File: config.mk
export PLATFORM = sky130hd
export DESIGN_NAME = rmq_sqrt
export DESIGN_NICKNAME = d
export VERILOG_FILES = /design/src/rtl/core/rmq_pkg.sv /design/src/rtl/core/rmq_sqrt.sv
export SDC_FILE = /design/constraint.sdc
export NUM_CORES = 1
export LEC_CHECK = 0
export ABC_AREA = 1
export BUFFER_PORTS_ARGS = -buffer_cell sky130_fd_sc_hd__buf_4
export CAP_MARGIN = 30
export CORE_MARGIN = 3
export CORE_UTILIZATION = 59
export DETAILED_ROUTE_END_ITERATION = 12
export PLACE_DENSITY = 0.83
export SYNTH_ARGS = -nofsm -noshare
export SYNTH_HDL_FRONTEND = slang
export SYNTH_SLANG_ARGS = --single-unit
File: constraint.sdc
create_clock -name clk -period 1.9 [get_ports clk]
set_input_delay 0.095 -clock clk [delete_from_list [all_inputs] [get_ports clk]]
set_output_delay 0.095 -clock clk [all_outputs]
set_load 0.02 [all_outputs]
File: src/rtl/core/rmq_pkg.sv
// Types, constants and helpers for the rotation matrix to quaternion block
`default_nettype none
package rmq_pkg;

  localparam int DATA_WIDTH = 16;
  localparam int FRAC_BITS  = 14;

  localparam int CAND_W = ((DATA_WIDTH > FRAC_BITS + 1) ? DATA_WIDTH : FRAC_BITS + 1) + 3;
  localparam int E_W    = CAND_W - 1;
  localparam int N_W    = E_W + FRAC_BITS - 2;
  localparam int ROOT_W = (N_W + 1) / 2;
  localparam int N_W2   = 2 * ROOT_W;
  localparam int REM_W  = ROOT_W + 2;
  localparam int SUM_W  = DATA_WIDTH + 1;
  localparam int MAG_W  = SUM_W;
  localparam int QW     = DATA_WIDTH + 1;
  localparam int DIVD_W = MAG_W + FRAC_BITS - 2;
  localparam int CMP_W  = (QW > ROOT_W) ? QW : ROOT_W;
  localparam int LATENCY = 2 + ROOT_W + 1 + QW + 1;

  localparam logic [1:0] IDX_X = 2'd0;
  localparam logic [1:0] IDX_Y = 2'd1;
  localparam logic [1:0] IDX_Z = 2'd2;
  localparam logic [1:0] IDX_W = 2'd3;

  localparam logic signed [CAND_W-1:0] QONE = CAND_W'(1) <<< FRAC_BITS;
  localparam logic [CMP_W-1:0] QMAX_C = (CMP_W'(1) << (DATA_WIDTH - 1)) - CMP_W'(1);
  localparam logic [CMP_W-1:0] QMIN_MAG = CMP_W'(1) << (DATA_WIDTH - 1);
  localparam logic [DATA_WIDTH-1:0] QMAX_D = QMAX_C[DATA_WIDTH-1:0];
  localparam logic [DATA_WIDTH-1:0] QMIN_D = QMIN_MAG[DATA_WIDTH-1:0];
  localparam logic [DATA_WIDTH-1:0] QONE_SAT =
    (FRAC_BITS < DATA_WIDTH - 1) ? (DATA_WIDTH'(1) << FRAC_BITS) : QMAX_D;

  typedef struct packed {
    logic signed [DATA_WIDTH-1:0] r11;
    logic signed [DATA_WIDTH-1:0] r12;
    logic signed [DATA_WIDTH-1:0] r13;
    logic signed [DATA_WIDTH-1:0] r21;
    logic signed [DATA_WIDTH-1:0] r22;
    logic signed [DATA_WIDTH-1:0] r23;
    logic signed [DATA_WIDTH-1:0] r31;
    logic signed [DATA_WIDTH-1:0] r32;
    logic signed [DATA_WIDTH-1:0] r33;
  } in_t;

  typedef struct packed {
    logic signed [DATA_WIDTH-1:0] quat_x;
    logic signed [DATA_WIDTH-1:0] quat_y;
    logic signed [DATA_WIDTH-1:0] quat_z;
    logic signed [DATA_WIDTH-1:0] quat_w;
    logic [1:0]                   largest_index;
    logic                         invalid;
  } out_t;

  // off-pivot lanes in ascending component order, as sign and magnitude
  typedef struct packed {
    logic [2:0][MAG_W-1:0] mag;
    logic [2:0]            neg;
    logic [1:0]            idx;
    logic                  bad;
  } side_t;

  typedef struct packed {
    logic [REM_W-1:0]  rem;
    logic [ROOT_W-1:0] root;
    logic [N_W2-1:0]   n;
    side_t             side;
  } sq_t;

  typedef struct packed {
    logic [2:0][ROOT_W:0] rem;
    logic [2:0][QW-1:0]   acc;
    logic [ROOT_W-1:0]    v;
    logic [2:0]           neg;
    logic [1:0]           idx;
    logic                 bad;
  } dv_t;

  function automatic logic [DATA_WIDTH-1:0] sat_q(logic [CMP_W-1:0] mag, logic neg);
    logic [CMP_W-1:0] m2;
    m2 = ~mag + CMP_W'(1);
    if (!neg) begin
      sat_q = (mag > QMAX_C) ? QMAX_D : mag[DATA_WIDTH-1:0];
    end else begin
      sat_q = (mag > QMIN_MAG) ? QMIN_D : m2[DATA_WIDTH-1:0];
    end
  endfunction

endpackage
`default_nettype wire

File: src/rtl/core/rmq_sqrt.sv
// Pipelined integer square root, one root bit per stage
`default_nettype none
module rmq_sqrt import rmq_pkg::*; (
  input  wire logic           clk,
  input  wire logic           rst_n,
  input  wire logic           in_valid,
  input  wire logic [E_W-1:0] in_e,
  input  wire side_t          in_side,
  output logic                out_valid,
  output logic [ROOT_W-1:0]   out_v,
  output side_t               out_side
);

  sq_t  st_r  [ROOT_W];
  logic vld_r [ROOT_W];
  sq_t  src;

  always_comb begin
    src.rem  = '0;
    src.root = '0;
    src.n    = {{(N_W2 - E_W){1'b0}}, in_e} << (FRAC_BITS - 2);
    src.side = in_side;
  end

  for (genvar k = 0; k < ROOT_W; k++) begin : g_stage
    sq_t              cur, st_nxt;
    logic             cur_v;
    logic [REM_W-1:0] trial, tval;
    if (k == 0) begin : g_first
      assign cur   = src;
      assign cur_v = in_valid;
    end else begin : g_next
      assign cur   = st_r[k-1];
      assign cur_v = vld_r[k-1];
    end
    always_comb begin
      trial = {cur.rem[REM_W-3:0], cur.n[N_W2-1 -: 2]};
      tval  = {cur.root, 2'b01};
      st_nxt      = cur;
      st_nxt.n    = cur.n << 2;
      if (trial >= tval) begin
        st_nxt.rem  = trial - tval;
        st_nxt.root = {cur.root[ROOT_W-2:0], 1'b1};
      end else begin
        st_nxt.rem  = trial;
        st_nxt.root = {cur.root[ROOT_W-2:0], 1'b0};
      end
    end
    always_ff @(posedge clk) begin
      st_r[k] <= st_nxt;
    end
    always_ff @(posedge clk) begin
      if (!rst_n) begin
        vld_r[k] <= 1'b0;
      end else begin
        vld_r[k] <= cur_v;
      end
    end
  end

  assign out_valid = vld_r[ROOT_W-1];
  assign out_v     = st_r[ROOT_W-1].root;
  assign out_side  = st_r[ROOT_W-1].side;

endmodule
`default_nettype wire

==> flow_summary_export.csv <==
group,metric,value,unit
critical_path,arrival,2.38,ns
sta,finalSetupViolations,0,
critical_path,cp_data_required_time,2.45,ns
cts,cts_num_sinks,1252,
yosys,ys_ff_latch,1252,
floorplanning,die_area,63300,sq um
cts,cts_buffer_depth,3,
yosys,synth-seq-area-share,70.43,%
yosys,avgSynthCellArea,10.67,sq um
yosys,synth.cell_area,35590,sq um
yosys,synth_area_leader_cell,"dfxtp_1",
flow_run,cap_violations,0,
cts,clk_pin_slew,0.06,ns
detailed_routing,vias,21420,
floorplanning,start_util,59.96,%
sta,slew_violations,0,
cells_and_area,final_cells,4598,
floorplanning,die_w,251.6,um
placement,gp_congestion,0.8449,
yosys,synth_top_cell_area_share,70.43,%
yosys,synth_area_leaders,"dfxtp_1 (70%), nand2_1 (8.0%), inv_1 (4.7%), ha_1 (4.3%), nand3_1 (2.5%)",
placement,hpwl,40330,um
detailed_routing,first_pass_iters,5,
detailed_routing,ant_nets,0,
yosys,synth_cells,3334,
floorplanning,rows,89,
floorplanning,core_area,59350,sq um
sta,min_period_over_period,95.93,%
grt,antenna_found_initial,1,
floorplanning,die_h,251.6,um
cts,cts_root_buffer,"clkbuf_16",
grt,overflow,0,
critical_path,path_class,"flip-flop to flip-flop",
sta,finalHoldViolations,0,
yosys,syn_nets,3540,
grt,grt_max_degree,19,
detailed_routing,drt-initial-drc-count,922,
cells_and_area,n_antenna_cell,0,
detailed_routing,wl,61690,um
yosys,synth.distinct_cells,48,
cells_and_area,n_fill_cell,4055,
cells_and_area,layout_common_cells,"dfxtp_1 (1248), nand2_1 (744), inv_1 (439)",
cts,h-tree-depth,3,
critical_path,start_kind,"flip-flop",
pwr,pwr_density_cell,1482,nW/um^2
cells_and_area,final_common_cell,"dfxtp_1",
cells_and_area,nets,3940,
pwr,ir_drop,1.072,mV
grt,gr-usage-all-layers,19.25,%
grt,grt_pass1_vias,21240,
placement,dpl.cell_count,4296,
critical_path,cp_max_fo,5,
yosys,synth_warnings,0,
detailed_routing,viasPerCell,4.659,
cts,clk_latency,0.67,ns
grt,grt_pass1_wl,99640,um
cts,cts_buffers,110,
cells_and_area,area_growth,21.41,%
placement,port_buffers,150,
detailed_routing,drc_errors,0,
status,status,"completed",
sta,skew,0.05620,ns
cells_and_area,design_area,43210,sq um
hold_path,hold_path.class,"input port to flip-flop",
sta,post-route-min-period,1.823,ns
floorplanning,io_pins,151,
cells_and_area,layout-drive-gt1-share,15.95,%
pwr,leakage,21.11,nW
sta,max_freq,548.7,MHz
critical_path,endpoint_kind,"flip-flop",
placement,placed_cell_area,37970,sq um
cts,tritoncts,"built",
detailed_routing,routedWlPerCell,13.42,um
==> cells by family after synthesis <==
logic type	share of synthesized area, %
DFF	70.43
AOI/OAI and AO/OA	2.823
xor gates and xnor gates	1.575
and+or+nand+nor	15.24
adders and majority gates	4.606
other	0.01054
buffers and inverters	5.313
==> critical path, stage by stage, from the launching register on <==
cell     delay, ns
dfxtp_1       0.35
inv_1         0.08
ha_4          0.27
buf_4         0.13
nand2_1       0.09
nor2_2        0.17
nand3_2       0.12
buf_4         0.17
o21a_2        0.25
nand3_1       0.09
nand2_1       0.05
==> synth_stat cells (all sizes together) <==
cell and number:
nand4 42, or2 9, dfxtp 1252, clkbuf 1, nor3 33, a21boi 1, nand3 187, o21a 2
conb 1, a21oi 83, o21ai 68, and3 1, inv 459, o211ai 2, o2111ai 1, o21bai 7
a21o 3, buf 15, xor2 40, xnor2 24, nor2 168, nand2 794, fa 5, ha 123
and2 6, nand3b 7
==> layout make-up <==
class	instances	area, sq um	share of cell area [%]
Tap cell	773	967.2	2.239
Multi-Input combinational cell	1611	9125	21.12
Sequential cell	1252	25070	58.02
Clock inverter	47	573.1	1.326
Inverter	459	1755	4.063
Timing Repair Buffer	300	2500	5.786
Clock buffer	156	3216	7.443
==> layer usage <==
layer  up-vias  wire length (um)  track usage, %
met5         -                 0               0
met3       140              2203           3.288
met2       408             32130           35.72
met4         0              1886           7.094
li1      11130                 -               -
met1      9750             25470           22.27
==> worst paths after layout <==
check / from / to / slack, ns / cells past startpoint
setup / recovery: st_r[7][86] / st_r[8][104] / 0.08 / 10
hold / removal: in_e[14] / st_r[0][83] / 0.07 / 2
setup reg to reg: st_r[7][86] / st_r[8][104] / 0.08 / 10
hold reg to reg: st_r[3][26] / st_r[4][26] / 0.28 / 0
==> sequential cells by signal (all words and copies together), names as in the netlist <==
name / cells
st_r: 1237
vld_r: 15
==> repair_timing <==
item / 4_1_cts / 5_1_grt
buffers inserted: 0 / 16
setup endpoints to repair: 29 / 132
hold endpoints to repair: 91 / 0
resized for setup: 7 / 106
pin swaps: 2 / 15
hold buffers: 79 / 0
cloned: 0 / 4
==> per-stage QoR <==
step | util, % | hold slack, ns | setup slack, ns | TNS [ns] | total power (W)
after global routing | 72.79 | 0.03466 | -0.02298 | -0.05495 | 0.06741
after detailed placement | 63.98 | 0.2005 | -0.07644 | -0.3409 | 0.04153
after CTS | 71.74 | 0.01471 | 0.002159 | 0 | 0.06411
final | 72.79 | 0.07056 | 0.07741 | 0 | 0.06404
after floorplan | - | 0.1227 | 0.1953 | 0 | 0.03838
after global placement | 63.98 | 0.1994 | -0.06337 | -0.3361 | 0.04125
==> where the power goes <==
group          switching, W  internal (W)
registers           0.00146        0.0292
clock network       0.00948        0.0129
logic               0.00659       0.00448
total                0.0175        0.0465
(Power assumes the default switching activity.)
