File: src/rtl/core/rmq_pkg.sv
// Types, constants and helpers for the rotation matrix to quaternion block
`default_nettype none
package rmq_pkg;

  localparam int DATA_WIDTH = 16;
  localparam int FRAC_BITS  = 14;

  localparam int CAND_W = ((DATA_WIDTH > FRAC_BITS + 1) ? DATA_WIDTH : FRAC_BITS + 1) + 3;
  localparam int E_W    = CAND_W - 1;
  localparam int N_W    = E_W + FRAC_BITS - 2;
  localparam int ROOT_W = (N_W + 1) / 2;
  localparam int N_W2   = 2 * ROOT_W;
  localparam int REM_W  = ROOT_W + 2;
  localparam int SUM_W  = DATA_WIDTH + 1;
  localparam int MAG_W  = SUM_W;
  localparam int QW     = DATA_WIDTH + 1;
  localparam int DIVD_W = MAG_W + FRAC_BITS - 2;
  localparam int CMP_W  = (QW > ROOT_W) ? QW : ROOT_W;
  localparam int LATENCY = 2 + ROOT_W + 1 + QW + 1;

  localparam logic [1:0] IDX_X = 2'd0;
  localparam logic [1:0] IDX_Y = 2'd1;
  localparam logic [1:0] IDX_Z = 2'd2;
  localparam logic [1:0] IDX_W = 2'd3;

  localparam logic signed [CAND_W-1:0] QONE = CAND_W'(1) <<< FRAC_BITS;
  localparam logic [CMP_W-1:0] QMAX_C = (CMP_W'(1) << (DATA_WIDTH - 1)) - CMP_W'(1);
  localparam logic [CMP_W-1:0] QMIN_MAG = CMP_W'(1) << (DATA_WIDTH - 1);
  localparam logic [DATA_WIDTH-1:0] QMAX_D = QMAX_C[DATA_WIDTH-1:0];
  localparam logic [DATA_WIDTH-1:0] QMIN_D = QMIN_MAG[DATA_WIDTH-1:0];
  localparam logic [DATA_WIDTH-1:0] QONE_SAT =
    (FRAC_BITS < DATA_WIDTH - 1) ? (DATA_WIDTH'(1) << FRAC_BITS) : QMAX_D;

  typedef struct packed {
    logic signed [DATA_WIDTH-1:0] r11;
    logic signed [DATA_WIDTH-1:0] r12;
    logic signed [DATA_WIDTH-1:0] r13;
    logic signed [DATA_WIDTH-1:0] r21;
    logic signed [DATA_WIDTH-1:0] r22;
    logic signed [DATA_WIDTH-1:0] r23;
    logic signed [DATA_WIDTH-1:0] r31;
    logic signed [DATA_WIDTH-1:0] r32;
    logic signed [DATA_WIDTH-1:0] r33;
  } in_t;

  typedef struct packed {
    logic signed [DATA_WIDTH-1:0] quat_x;
    logic signed [DATA_WIDTH-1:0] quat_y;
    logic signed [DATA_WIDTH-1:0] quat_z;
    logic signed [DATA_WIDTH-1:0] quat_w;
    logic [1:0]                   largest_index;
    logic                         invalid;
  } out_t;

  // off-pivot lanes in ascending component order, as sign and magnitude
  typedef struct packed {
    logic [2:0][MAG_W-1:0] mag;
    logic [2:0]            neg;
    logic [1:0]            idx;
    logic                  bad;
  } side_t;

  typedef struct packed {
    logic [REM_W-1:0]  rem;
    logic [ROOT_W-1:0] root;
    logic [N_W2-1:0]   n;
    side_t             side;
  } sq_t;

  typedef struct packed {
    logic [2:0][ROOT_W:0] rem;
    logic [2:0][QW-1:0]   acc;
    logic [ROOT_W-1:0]    v;
    logic [2:0]           neg;
    logic [1:0]           idx;
    logic                 bad;
  } dv_t;

  function automatic logic [DATA_WIDTH-1:0] sat_q(logic [CMP_W-1:0] mag, logic neg);
    logic [CMP_W-1:0] m2;
    m2 = ~mag + CMP_W'(1);
    if (!neg) begin
      sat_q = (mag > QMAX_C) ? QMAX_D : mag[DATA_WIDTH-1:0];
    end else begin
      sat_q = (mag > QMIN_MAG) ? QMIN_D : m2[DATA_WIDTH-1:0];
    end
  endfunction

endpackage
`default_nettype wire

File: src/rtl/core/rmq_div.sv
// Three-lane pipelined rounded divider, one quotient bit per stage
`default_nettype none
module rmq_div import rmq_pkg::*; (
  input  wire logic              clk,
  input  wire logic              rst_n,
  input  wire logic              in_valid,
  input  wire logic [ROOT_W-1:0] in_v,
  input  wire side_t             in_side,
  output logic                   out_valid,
  output dv_t                    out_dv
);

  dv_t  prep_r, prep_nxt;
  logic prep_v_r;
  dv_t  st_r  [QW];
  logic vld_r [QW];
  logic [DIVD_W-1:0] dvd [3];

  always_comb begin
    prep_nxt.v   = in_v;
    prep_nxt.neg = in_side.neg;
    prep_nxt.idx = in_side.idx;
    prep_nxt.bad = in_side.bad;
    for (int i = 0; i < 3; i++) begin
      dvd[i] = (DIVD_W'(in_side.mag[i]) << (FRAC_BITS - 2)) + DIVD_W'(in_v >> 1);
      prep_nxt.rem[i] = (ROOT_W + 1)'(dvd[i][DIVD_W-1:QW]);
      prep_nxt.acc[i] = dvd[i][QW-1:0];
    end
  end

  always_ff @(posedge clk) begin
    prep_r <= prep_nxt;
  end

  always_ff @(posedge clk) begin
    if (!rst_n) begin
      prep_v_r <= 1'b0;
    end else begin
      prep_v_r <= in_valid;
    end
  end

  for (genvar k = 0; k < QW; k++) begin : g_stage
    dv_t             cur, st_nxt;
    logic            cur_v;
    logic [ROOT_W:0] trial [3];
    logic            ge [3];
    if (k == 0) begin : g_first
      assign cur   = prep_r;
      assign cur_v = prep_v_r;
    end else begin : g_next
      assign cur   = st_r[k-1];
      assign cur_v = vld_r[k-1];
    end
    always_comb begin
      st_nxt = cur;
      for (int i = 0; i < 3; i++) begin
        trial[i] = {cur.rem[i][ROOT_W-1:0], cur.acc[i][QW-1]};
        ge[i]    = (trial[i] >= {1'b0, cur.v});
        st_nxt.rem[i] = ge[i] ? (trial[i] - {1'b0, cur.v}) : trial[i];
        st_nxt.acc[i] = {cur.acc[i][QW-2:0], ge[i]};
      end
    end
    always_ff @(posedge clk) begin
      st_r[k] <= st_nxt;
    end
    always_ff @(posedge clk) begin
      if (!rst_n) begin
        vld_r[k] <= 1'b0;
      end else begin
        vld_r[k] <= cur_v;
      end
    end
  end

  assign out_valid = vld_r[QW-1];
  assign out_dv    = st_r[QW-1];

endmodule
`default_nettype wire

File: config.mk
export PLATFORM = sky130hd
export DESIGN_NAME = rmq_div
export DESIGN_NICKNAME = d
export VERILOG_FILES = /design/src/rtl/core/rmq_pkg.sv /design/src/rtl/core/rmq_div.sv
export SDC_FILE = /design/constraint.sdc
export NUM_CORES = 2
export LEC_CHECK = 0
export BUFFER_PORTS_ARGS = -buffer_cell sky130_fd_sc_hd__buf_2
export CORE_MARGIN = 3
export CORE_UTILIZATION = 55
export CTS_CLUSTER_SIZE = 30
export DETAILED_ROUTE_END_ITERATION = 8
export PLACE_DENSITY = 0.78
export SLEW_MARGIN = 20
export SYNTH_ARGS = -nofsm -noshare
export SYNTH_HDL_FRONTEND = slang
export SYNTH_SLANG_ARGS = --single-unit
File: constraint.sdc
create_clock -name clk -period 7.2 [get_ports clk]
set_clock_uncertainty 0.1 [all_clocks]
set_input_delay 0 -clock clk [delete_from_list [all_inputs] [get_ports clk]]
set_output_delay 0 -clock clk [all_outputs]
set_load 0.02 [all_outputs]
==> run metrics <==
outcome=finished, final reports clean; most common cell after layout, fill and taps aside=dfxtp_1; initial core utilization=roughly 56%; switching portion of total power=about two fifths; slowest CP cell=a21oi_2; Peak VDD IR=0.000388 V; leakage power total=between 0.04 and 0.05 µW; commonest non-fill, non-tap cells in the layout=dfxtp_1 (1704), ha_1 (741), nor2_1 (652), a21oi_1 (608), o21ai_0 (578); synth unique cells=84; critical path's largest stage delay=around 0.78 ns; vias in the first global route=61300; Max Root-Sink Buffers=3; Mapped Nets=between 9000 and 10000; Clk Latency, worst-skew pair=0.84 ns; Post-synth ARST share=0%; worst slew pin tran=about 1.1 ns; CP cell instances=inv_1 -> ha_1 -> and3_1 -> a221oi_1 -> a21oi_1 -> nand2b_1 -> a21oi_2 -> o21ai_0; Routed wire per std cell=20.5 µm; internal power=between 20000 and 30000 µW; RSZ-0062 raised after global routing=no; ys flop type=dfxtp_1; NetSw=between 15000 and 20000 µW; power per cell area=529 nW/µm²; Hold Crit Class=input port to register; initial antenna violation count=8; Flop pwr share=between 30% and 40%; Die X=between 300 and 400 µm; Post-DP Area=between 80000 and 90000 µm²; Placement Rows=about 140; Clock Power Share=20.4%; Clock transition at path regs=approximately 0.070 ns; Multi-input gate area=around 43000 µm²; Slew HR=between 20% and 30%; nets=between 9000 and 10000; Num Clock Sinks=~1700; P&R area growth vs syn=14.5%; maxcap violations=0; largest net degree at the start of global routing=32; Clock Tree Root=clkbuf_16; crit path capture type=register; Avg Cell Area, Syn=just under 10 µm²; Sum Neg Setup Slack=0 ns; Syn Inst Count=just over 8000; maximum achievable frequency=around 250 MHz; critical path launch point type=register; Vert. Die Dim=386 µm; Register Area=34100 µm²; DRC viols=0; buffers and inverters on the worst path=1; Vias=roughly 62000; Fin. Hold Viols=0; dpl ws=3.40 ns; minimum clock period=~3.9 ns; cts bufs inserted=~170; DR vias/cell=between 5 and 6; Die ar.=between 100000 and 150000 µm²; setup slack after layout=roughly 3.3 ns; share of post-route cells with drive strength above 1=between 10% and 20%; Post-Route WL=approximately 220000 µm; first-pass GRT wire length=roughly 340000 µm; Tcrit/Tclk final=between 50% and 60%; maximum fanout along the worst path=25; Worst EP arrival=~4.4 ns; gp weighted congestion=between 0.9 and 1; WS Path Type=register to register; Final Setup Violations=0; port bufs=between 150 and 200; Post-CTS Setup Inserts=0; worst path required time=approximately 7.7 ns; Iter 0 DRT Violations=between 4000 and 5000; GRT Resource Usage Total=28.9%; Yosys reg bits=around 1700; H-tree Lvls=4; Routed Antenna Nets=0; DRT Pass-1 Iters=6; Combinational Power Share=approximately 48%; dpl hpwl=166000 µm; fin. max-slew vios=0; I/O pins=196; CTS tree=done; Post-synth EDFFs=0; fin area=90800 µm²; Largest delay share family, worst path=compound AO/OA/AOI/OAI gates; filler cell count=~11000; Yosys warnings=0; register area share after synthesis=a little over two fifths; core area=roughly 140000 µm²; Resize count post-CTS=0; Post-Syn Area=between 70000 and 80000 µm²; GRT Residual Overflow=0
[flip-flops by register name, summed over array words and instances, names as in the netlist]
name	count
g_stage.cur	72
g_stage.cur_v	1
st_r	1614
vld_r	17
[worst paths after layout]
| check | start | endpoint | slack, ns | cells past startpoint |
|---|---|---|---|---|
| min reg2reg | st_r[1][855] | st_r[2][15] | 0.20 | 0 |
| min | in_side[6] | g_stage[0].cur[33] | 0.09 | 3 |
| max reg2reg | g_stage[0].cur[11] | st_r[0][108] | 3.25 | 8 |
| max | g_stage[0].cur[11] | st_r[0][108] | 3.25 | 8 |
[stage by stage]
stage	power, µW	util [%]	std cells	hold WS [ns]
after detailed placement	37700	57.8	10200	0.00360
after floorplan	31800	-	8236	-0.0723
after CTS	47900	63.7	10700	0.00798
after global routing	51200	63.8	10700	0.0672
final	48100	63.8	10700	0.0943
after global placement	37300	57.8	10200	0.00179
[Yosys cell counts, types with 45 or more instances]
cell type     n  area, µm²
dfxtp_1    1704      34100
ha_1        741       9270
nor2_1      652       2450
a21oi_1     612       3060
o21ai_0     581       2910
inv_1       487       1830
nand2_1     442       1660
mux2_2      351       3950
xnor2_1     313       2740
xor2_1      223       1950
a21o_1      209       1570
nor2b_1     152        951
o21a_1      152       1140
clkbuf_1    128        480
nand2b_1    127        795
nor3_1      121        606
nand3_1     114        571
a31oi_1     112        701
nand4_1      91        569
mux2i_1      63        631
a211oi_1     59        443
fa_1         54       1080
o31a_1       52        455
and3_1       48        300
or3_1        47        294
o31ai_1      45        338
[final cells by class]
cell class / count / share of cell area [%]
Antenna cell: 8 / 0.0220
Clock buffer: 216 / 5.18
Clock inverter: 105 / 1.91
Inverter: 487 / 2.01
Multi-Input combinational cell: 5893 / 47.3
Sequential cell: 1704 / 37.6
Tap cell: 1890 / 2.60
Timing Repair Buffer: 413 / 3.42
[repair_timing]
| item | 4_1_cts | 5_1_grt |
|---|---|---|
| endpoints found under the setup margin | 0 | 0 |
| endpoints found under the hold margin | 90 | 0 |
| hold buffers | 196 | 0 |
[worst reg2reg max path: cells and delay by family, from the launching register on]
kind | cells | cell delay [ns]
and+or+nand+nor | 2 | 0.46
buffers and inverters | 1 | 0.17
adders and majority gates | 1 | 0.42
AOI/OAI and AO/OA | 4 | 2.10
DFF | 1 | 0.41
[cells by family after synthesis]
| kind of cell | synth area share (%) |
|---|---|
| adder cells (fa/ha/maj) | 13.0 |
| buffers and inverters | 3.06 |
| AND/OR/NAND/NOR | 11.8 |
| multiplexers | 5.91 |
| XOR/XNOR | 5.92 |
| AO/OA/AOI/OAI | 17.3 |
| flip-flops | 43.0 |
[routing by layer]
| metal | wire length (µm) | global-route usage, % |
|---|---|---|
| met5 | 57 | 0 |
| met4 | 13000 | 15.9 |
| met3 | 11800 | 4.43 |
| met2 | 105000 | 49.3 |
| met1 | 89900 | 34.7 |
[power groups by stage]
stage / Sequential, µW / Combinational, µW / Clock (µW)
global placement: 15600 / 21600 / 0
detailed placement: 15600 / 22100 / 0
global route: 15700 / 25200 / 10400
finish: 15400 / 22800 / 9810
CTS: 15500 / 22400 / 9990
floorplan: 14500 / 17300 / 0
(Power assumes the default switching activity.)
