$ cat src/rtl/core/rmq_pkg.sv
// Types, constants and helpers for the rotation matrix to quaternion block
`default_nettype none
package rmq_pkg;

  localparam int DATA_WIDTH = 16;
  localparam int FRAC_BITS  = 14;

  localparam int CAND_W = ((DATA_WIDTH > FRAC_BITS + 1) ? DATA_WIDTH : FRAC_BITS + 1) + 3;
  localparam int E_W    = CAND_W - 1;
  localparam int N_W    = E_W + FRAC_BITS - 2;
  localparam int ROOT_W = (N_W + 1) / 2;
  localparam int N_W2   = 2 * ROOT_W;
  localparam int REM_W  = ROOT_W + 2;
  localparam int SUM_W  = DATA_WIDTH + 1;
  localparam int MAG_W  = SUM_W;
  localparam int QW     = DATA_WIDTH + 1;
  localparam int DIVD_W = MAG_W + FRAC_BITS - 2;
  localparam int CMP_W  = (QW > ROOT_W) ? QW : ROOT_W;
  localparam int LATENCY = 2 + ROOT_W + 1 + QW + 1;

  localparam logic [1:0] IDX_X = 2'd0;
  localparam logic [1:0] IDX_Y = 2'd1;
  localparam logic [1:0] IDX_Z = 2'd2;
  localparam logic [1:0] IDX_W = 2'd3;

  localparam logic signed [CAND_W-1:0] QONE = CAND_W'(1) <<< FRAC_BITS;
  localparam logic [CMP_W-1:0] QMAX_C = (CMP_W'(1) << (DATA_WIDTH - 1)) - CMP_W'(1);
  localparam logic [CMP_W-1:0] QMIN_MAG = CMP_W'(1) << (DATA_WIDTH - 1);
  localparam logic [DATA_WIDTH-1:0] QMAX_D = QMAX_C[DATA_WIDTH-1:0];
  localparam logic [DATA_WIDTH-1:0] QMIN_D = QMIN_MAG[DATA_WIDTH-1:0];
  localparam logic [DATA_WIDTH-1:0] QONE_SAT =
    (FRAC_BITS < DATA_WIDTH - 1) ? (DATA_WIDTH'(1) << FRAC_BITS) : QMAX_D;

  typedef struct packed {
    logic signed [DATA_WIDTH-1:0] r11;
    logic signed [DATA_WIDTH-1:0] r12;
    logic signed [DATA_WIDTH-1:0] r13;
    logic signed [DATA_WIDTH-1:0] r21;
    logic signed [DATA_WIDTH-1:0] r22;
    logic signed [DATA_WIDTH-1:0] r23;
    logic signed [DATA_WIDTH-1:0] r31;
    logic signed [DATA_WIDTH-1:0] r32;
    logic signed [DATA_WIDTH-1:0] r33;
  } in_t;

  typedef struct packed {
    logic signed [DATA_WIDTH-1:0] quat_x;
    logic signed [DATA_WIDTH-1:0] quat_y;
    logic signed [DATA_WIDTH-1:0] quat_z;
    logic signed [DATA_WIDTH-1:0] quat_w;
    logic [1:0]                   largest_index;
    logic                         invalid;
  } out_t;

  // off-pivot lanes in ascending component order, as sign and magnitude
  typedef struct packed {
    logic [2:0][MAG_W-1:0] mag;
    logic [2:0]            neg;
    logic [1:0]            idx;
    logic                  bad;
  } side_t;

  typedef struct packed {
    logic [REM_W-1:0]  rem;
    logic [ROOT_W-1:0] root;
    logic [N_W2-1:0]   n;
    side_t             side;
  } sq_t;

  typedef struct packed {
    logic [2:0][ROOT_W:0] rem;
    logic [2:0][QW-1:0]   acc;
    logic [ROOT_W-1:0]    v;
    logic [2:0]           neg;
    logic [1:0]           idx;
    logic                 bad;
  } dv_t;

  function automatic logic [DATA_WIDTH-1:0] sat_q(logic [CMP_W-1:0] mag, logic neg);
    logic [CMP_W-1:0] m2;
    m2 = ~mag + CMP_W'(1);
    if (!neg) begin
      sat_q = (mag > QMAX_C) ? QMAX_D : mag[DATA_WIDTH-1:0];
    end else begin
      sat_q = (mag > QMIN_MAG) ? QMIN_D : m2[DATA_WIDTH-1:0];
    end
  endfunction

endpackage
`default_nettype wire

$ cat src/rtl/core/rmq_front.sv
// Candidate forming, pivot selection and pair sums (two stages)
`default_nettype none
module rmq_front import rmq_pkg::*; (
  input  wire logic  clk,
  input  wire logic  rst_n,
  input  wire logic  in_valid,
  input  wire in_t   in_data,
  output logic       out_valid,
  output logic [E_W-1:0] out_e,
  output side_t      out_side
);

  logic signed [CAND_W-1:0] cand_r [4];
  logic signed [CAND_W-1:0] cand_nxt [4];
  logic signed [SUM_W-1:0]  sxy_r, sxz_r, syz_r, dx_r, dy_r, dz_r;
  logic                     va_r, vb_r;
  logic [E_W-1:0]           e_r, e_nxt;
  side_t                    side_r, side_nxt;

  logic signed [CAND_W-1:0] a11, a22, a33;
  assign a11 = CAND_W'(in_data.r11);
  assign a22 = CAND_W'(in_data.r22);
  assign a33 = CAND_W'(in_data.r33);

  always_comb begin
    cand_nxt[0] = a11 - a22 - a33 + QONE;
    cand_nxt[1] = -a11 + a22 - a33 + QONE;
    cand_nxt[2] = -a11 - a22 + a33 + QONE;
    cand_nxt[3] = a11 + a22 + a33 + QONE;
  end

  always_ff @(posedge clk) begin
    cand_r <= cand_nxt;
    sxy_r  <= SUM_W'(in_data.r12) + SUM_W'(in_data.r21);
    sxz_r  <= SUM_W'(in_data.r31) + SUM_W'(in_data.r13);
    syz_r  <= SUM_W'(in_data.r23) + SUM_W'(in_data.r32);
    dx_r   <= SUM_W'(in_data.r32) - SUM_W'(in_data.r23);
    dy_r   <= SUM_W'(in_data.r13) - SUM_W'(in_data.r31);
    dz_r   <= SUM_W'(in_data.r21) - SUM_W'(in_data.r12);
    e_r    <= e_nxt;
    side_r <= side_nxt;
  end

  always_ff @(posedge clk) begin
    if (!rst_n) begin
      va_r <= 1'b0;
      vb_r <= 1'b0;
    end else begin
      va_r <= in_valid;
      vb_r <= va_r;
    end
  end

  logic signed [CAND_W-1:0] best;
  logic [1:0]               bidx;
  logic signed [SUM_W-1:0]  lane [3];
  logic [SUM_W-1:0]         su;

  always_comb begin
    best = cand_r[0];
    bidx = IDX_X;
    if (cand_r[1] > best) begin
      best = cand_r[1];
      bidx = IDX_Y;
    end
    if (cand_r[2] > best) begin
      best = cand_r[2];
      bidx = IDX_Z;
    end
    if (cand_r[3] > best) begin
      best = cand_r[3];
      bidx = IDX_W;
    end
    unique case (bidx)
      IDX_X: begin
        lane[0] = sxy_r; lane[1] = sxz_r; lane[2] = dx_r;
      end
      IDX_Y: begin
        lane[0] = sxy_r; lane[1] = syz_r; lane[2] = dy_r;
      end
      IDX_Z: begin
        lane[0] = sxz_r; lane[1] = syz_r; lane[2] = dz_r;
      end
      default: begin
        lane[0] = dx_r; lane[1] = dy_r; lane[2] = dz_r;
      end
    endcase
    side_nxt.idx = bidx;
    side_nxt.bad = best[CAND_W-1];
    e_nxt = best[CAND_W-1] ? '0 : best[E_W-1:0];
    for (int i = 0; i < 3; i++) begin
      su = lane[i];
      side_nxt.neg[i] = su[SUM_W-1];
      side_nxt.mag[i] = su[SUM_W-1] ? (~su + SUM_W'(1)) : su;
    end
  end

  assign out_valid = vb_r;
  assign out_e     = e_r;
  assign out_side  = side_r;

endmodule
`default_nettype wire

$ cat config.mk
export PLATFORM = sky130hd
export DESIGN_NAME = rmq_front
export DESIGN_NICKNAME = d
export VERILOG_FILES = /design/src/rtl/core/rmq_pkg.sv /design/src/rtl/core/rmq_front.sv
export SDC_FILE = /design/constraint.sdc
export NUM_CORES = 1
export LEC_CHECK = 0
export ABC_AREA = 1
export BUFFER_PORTS_ARGS = -buffer_cell sky130_fd_sc_hd__buf_2
export CAP_MARGIN = 10
export CORE_AREA = 5 5 193 195
export DETAILED_ROUTE_END_ITERATION = 12
export DIE_AREA = 0 0 198 200
export GPL_TIMING_DRIVEN = 0
export PLACE_DENSITY = 0.75
export RECOVER_POWER = 50
export SKIP_CTS_REPAIR_TIMING = 1
export SYNTH_ARGS = -nofsm -noshare
export SYNTH_HDL_FRONTEND = slang
export SYNTH_SLANG_ARGS = --single-unit
$ cat constraint.sdc
create_clock -name clk -period 22.2 [get_ports clk]
set_input_delay 1.11 -clock clk [delete_from_list [all_inputs] [get_ports clk]]
set_output_delay 1.11 -clock clk [all_outputs]
set_load 0.005 [all_outputs]
==> summary.txt <==
DRT Pass-1 Iters - 7
I/O Pins - 223
CTS clk-pin slew, worst paths - 0.07 ns
PortBufs - 222
Most used DFF post-synth - dfxtp_1
Crit path required time - 22.59 ns
Routed wire length - 51300 µm
Initial DRC count - 633
CTS tree - built
Fin util - 60.5%
Worst R2R Setup Slack - 11.84 ns
Crit Path Max Fanout - 10
RSZ-0062 raised after global routing - no
Mean Syn Cell Area - 8.24 µm²
Post-route DRC - 0
Via density - 5.21
FF-to-FF Start - cand_r[56]
TritonCTS sink count - 249
CP max-delay cell - clkbuf_1
Final setup violation count - 0
Top-count cell post-synth - nand2_1
Synth cell count leaders - 370 x nand2_1, 343 x inv_1, 290 x ha_1
Cells after synthesis - 2282
Period utilization - 46.7%
Row cnt - 69
Core Area - 35200 µm²
Cell taking the most area after synthesis - dfxtp_1
Maxcap violations - 0
Hold Vio Cnt, Final - 0
Layout area overhead - 13.3%
Rel. slew slack - 48.4%
Vias - 15700
Die Ht - 200 µm
Critical Path Most Common Cell - nand2_1
Yosys cell types - 55
Clk_skew - 0.0207 ns
Asr flop ratio synth - 0%
NumNets Final - 3045
Vias in the first global route - 16300
Initial antenna violation count - 3
Synth area leaders - dfxtp_1 27%, ha_1 19%, fa_1 8.1%
Worst min path class - flop to flop
Die footprint - 39600 µm²
Share of the synthesized area in the top cell type - 26.5%
RePlAce Congestion - 0.998
Worst Setup SP - cand_r[56]
Htree depth - 1
Fin. max-slew vios - 0
Register area share after synthesis - 26.5%
DIE WIDTH - 198 µm
Worst slew pin tran - 0.773 ns
Share of cells above drive strength 1 - 12.3%
Biggest cell delay along the critical path - 0.53 ns
CTS Buffer Depth - 3
# fillers - 3164
Largest net degree at the start of global routing - 15
Syn_nets - 2795
Yosys warning total - 0
Global-route wire length before repair - 81300 µm
Status - finished, final reports clean
Reg2reg path depth - 46
CTS root buffer - clkbuf_16
Clock latency on the worst-skew pair - 0.55 ns
Tot GR Track Use - 25.7%
Total Neg Setup Slack - 0 ns
Routed wire per std cell - 17.0 µm
Min Tclk post-route - 10.36 ns
Mapped cell area - 18800 µm²
Yosys reg bits - 249
Initial Util - 53.4%
FF-to-FF End - out_e[10]
Total clock buffers created by CTS - 26
Fmax - 0.0965 GHz
DP HPWL - 43900 µm
Crit path kind - flop to flop
CP endpoint kind - flop
Crit path to - out_e[10]
Number of synthesized flops with an enable pin - 0
Final ANT Viol Nets - 0
Critical path arrival - 10.74 ns
Grt total ovfl - 0
Setup crit start kind - flop
==> stage by stage <==
stage          area, µm²  hold WS, ns  std cells  setup slack, ns
3_3_place_gp       20500        0.396       2965            11.98
6_report           21300        0.412       3017            11.84
3_5_place_dp       20500        0.403       2965            11.84
5_1_grt            21300        0.424       3013            11.22
2_1_floorplan      18800        0.390       2282            14.94
4_1_cts            21400        0.416       3013            11.81
==> metal layers <==
layer,vias to the layer above,share of wire (%),track usage (%)
met5,-,0,0
met4,0,4.8,10.8
met3,112,4.9,2.79
met2,363,50,47.9
met1,7343,40,30.0
li1,7907,-,-
==> cell type report <==
| type | instances | area [µm²] | share of cell area (%) |
|---|---|---|---|
| well taps | 461 | 577 | 2.71 |
| clock buffers | 33 | 697 | 3.27 |
| diodes | 4 | 10.0 | 0.0470 |
| inverters | 349 | 1310 | 6.16 |
| flip-flops and latches | 249 | 4980 | 23.4 |
| repair buffers | 222 | 1040 | 4.87 |
| multi-input cells | 1645 | 12300 | 57.5 |
| plain buffers | 39 | 249 | 1.17 |
| clock inverters | 15 | 183 | 0.857 |
==> cells by family (layout without fill, tap and decap cells) <==
logic type	Yosys count	in the layout	share of synthesized area, %
adder cells (fa/ha/maj)	366	366	27.4
AND/OR/NAND/NOR	745	745	18.2
AO/OA/AOI/OAI	349	349	11.0
buffers and inverters	388	658	8.31
other	0	4	0
flip-flops	249	249	26.5
XOR/XNOR	185	185	8.62
==> critical path, delay by kind of cell, from the launching register on <==
kind	cells	cell delay (ns)
buf+inv	15	4.21
simple gates	17	2.23
compound gates	10	2.20
fa+ha+maj	3	1.05
flops	1	0.33
xor+xnor	1	0.14
==> how the worst min path moves through the flow <==
stage	startpoint	endpoint	cells past startpoint
after CTS	cand_r[0]	out_e[0]	2
after global placement	va_r	out_valid	2
after detailed placement	cand_r[0]	out_e[0]	2
after floorplan	va_r	out_valid	2
final	cand_r[0]	out_e[0]	2
after global routing	cand_r[0]	out_e[0]	2
==> state kept, by name (all words and copies together), names as in the netlist, 16 cells and up <==
register	cells
sxz_r	16
out_side	57
sxy_r	16
dy_r	17
syz_r	16
cand_r	73
dz_r	17
out_e	18
dx_r	17
==> layout by cell type, fill, tap and decap left out, types with 42 or more instances in the layout <==
master | Yosys | layout
ha_1 | 290 | 290
fa_1 | 76 | 76
a21oi_1 | 162 | 162
o21ai_0 | 59 | 59
nand2_1 | 370 | 370
nand3_1 | 102 | 102
inv_1 | 343 | 343
dfxtp_1 | 249 | 249
buf_2 | 11 | 175
clkbuf_1 | 15 | 78
nor2_1 | 140 | 140
nand4_1 | 42 | 42
xor2_1 | 163 | 163
Power is left out: the tool's default activity adds up to more than one toggle a clock period on the data nets, which glitch-free logic cannot reach.
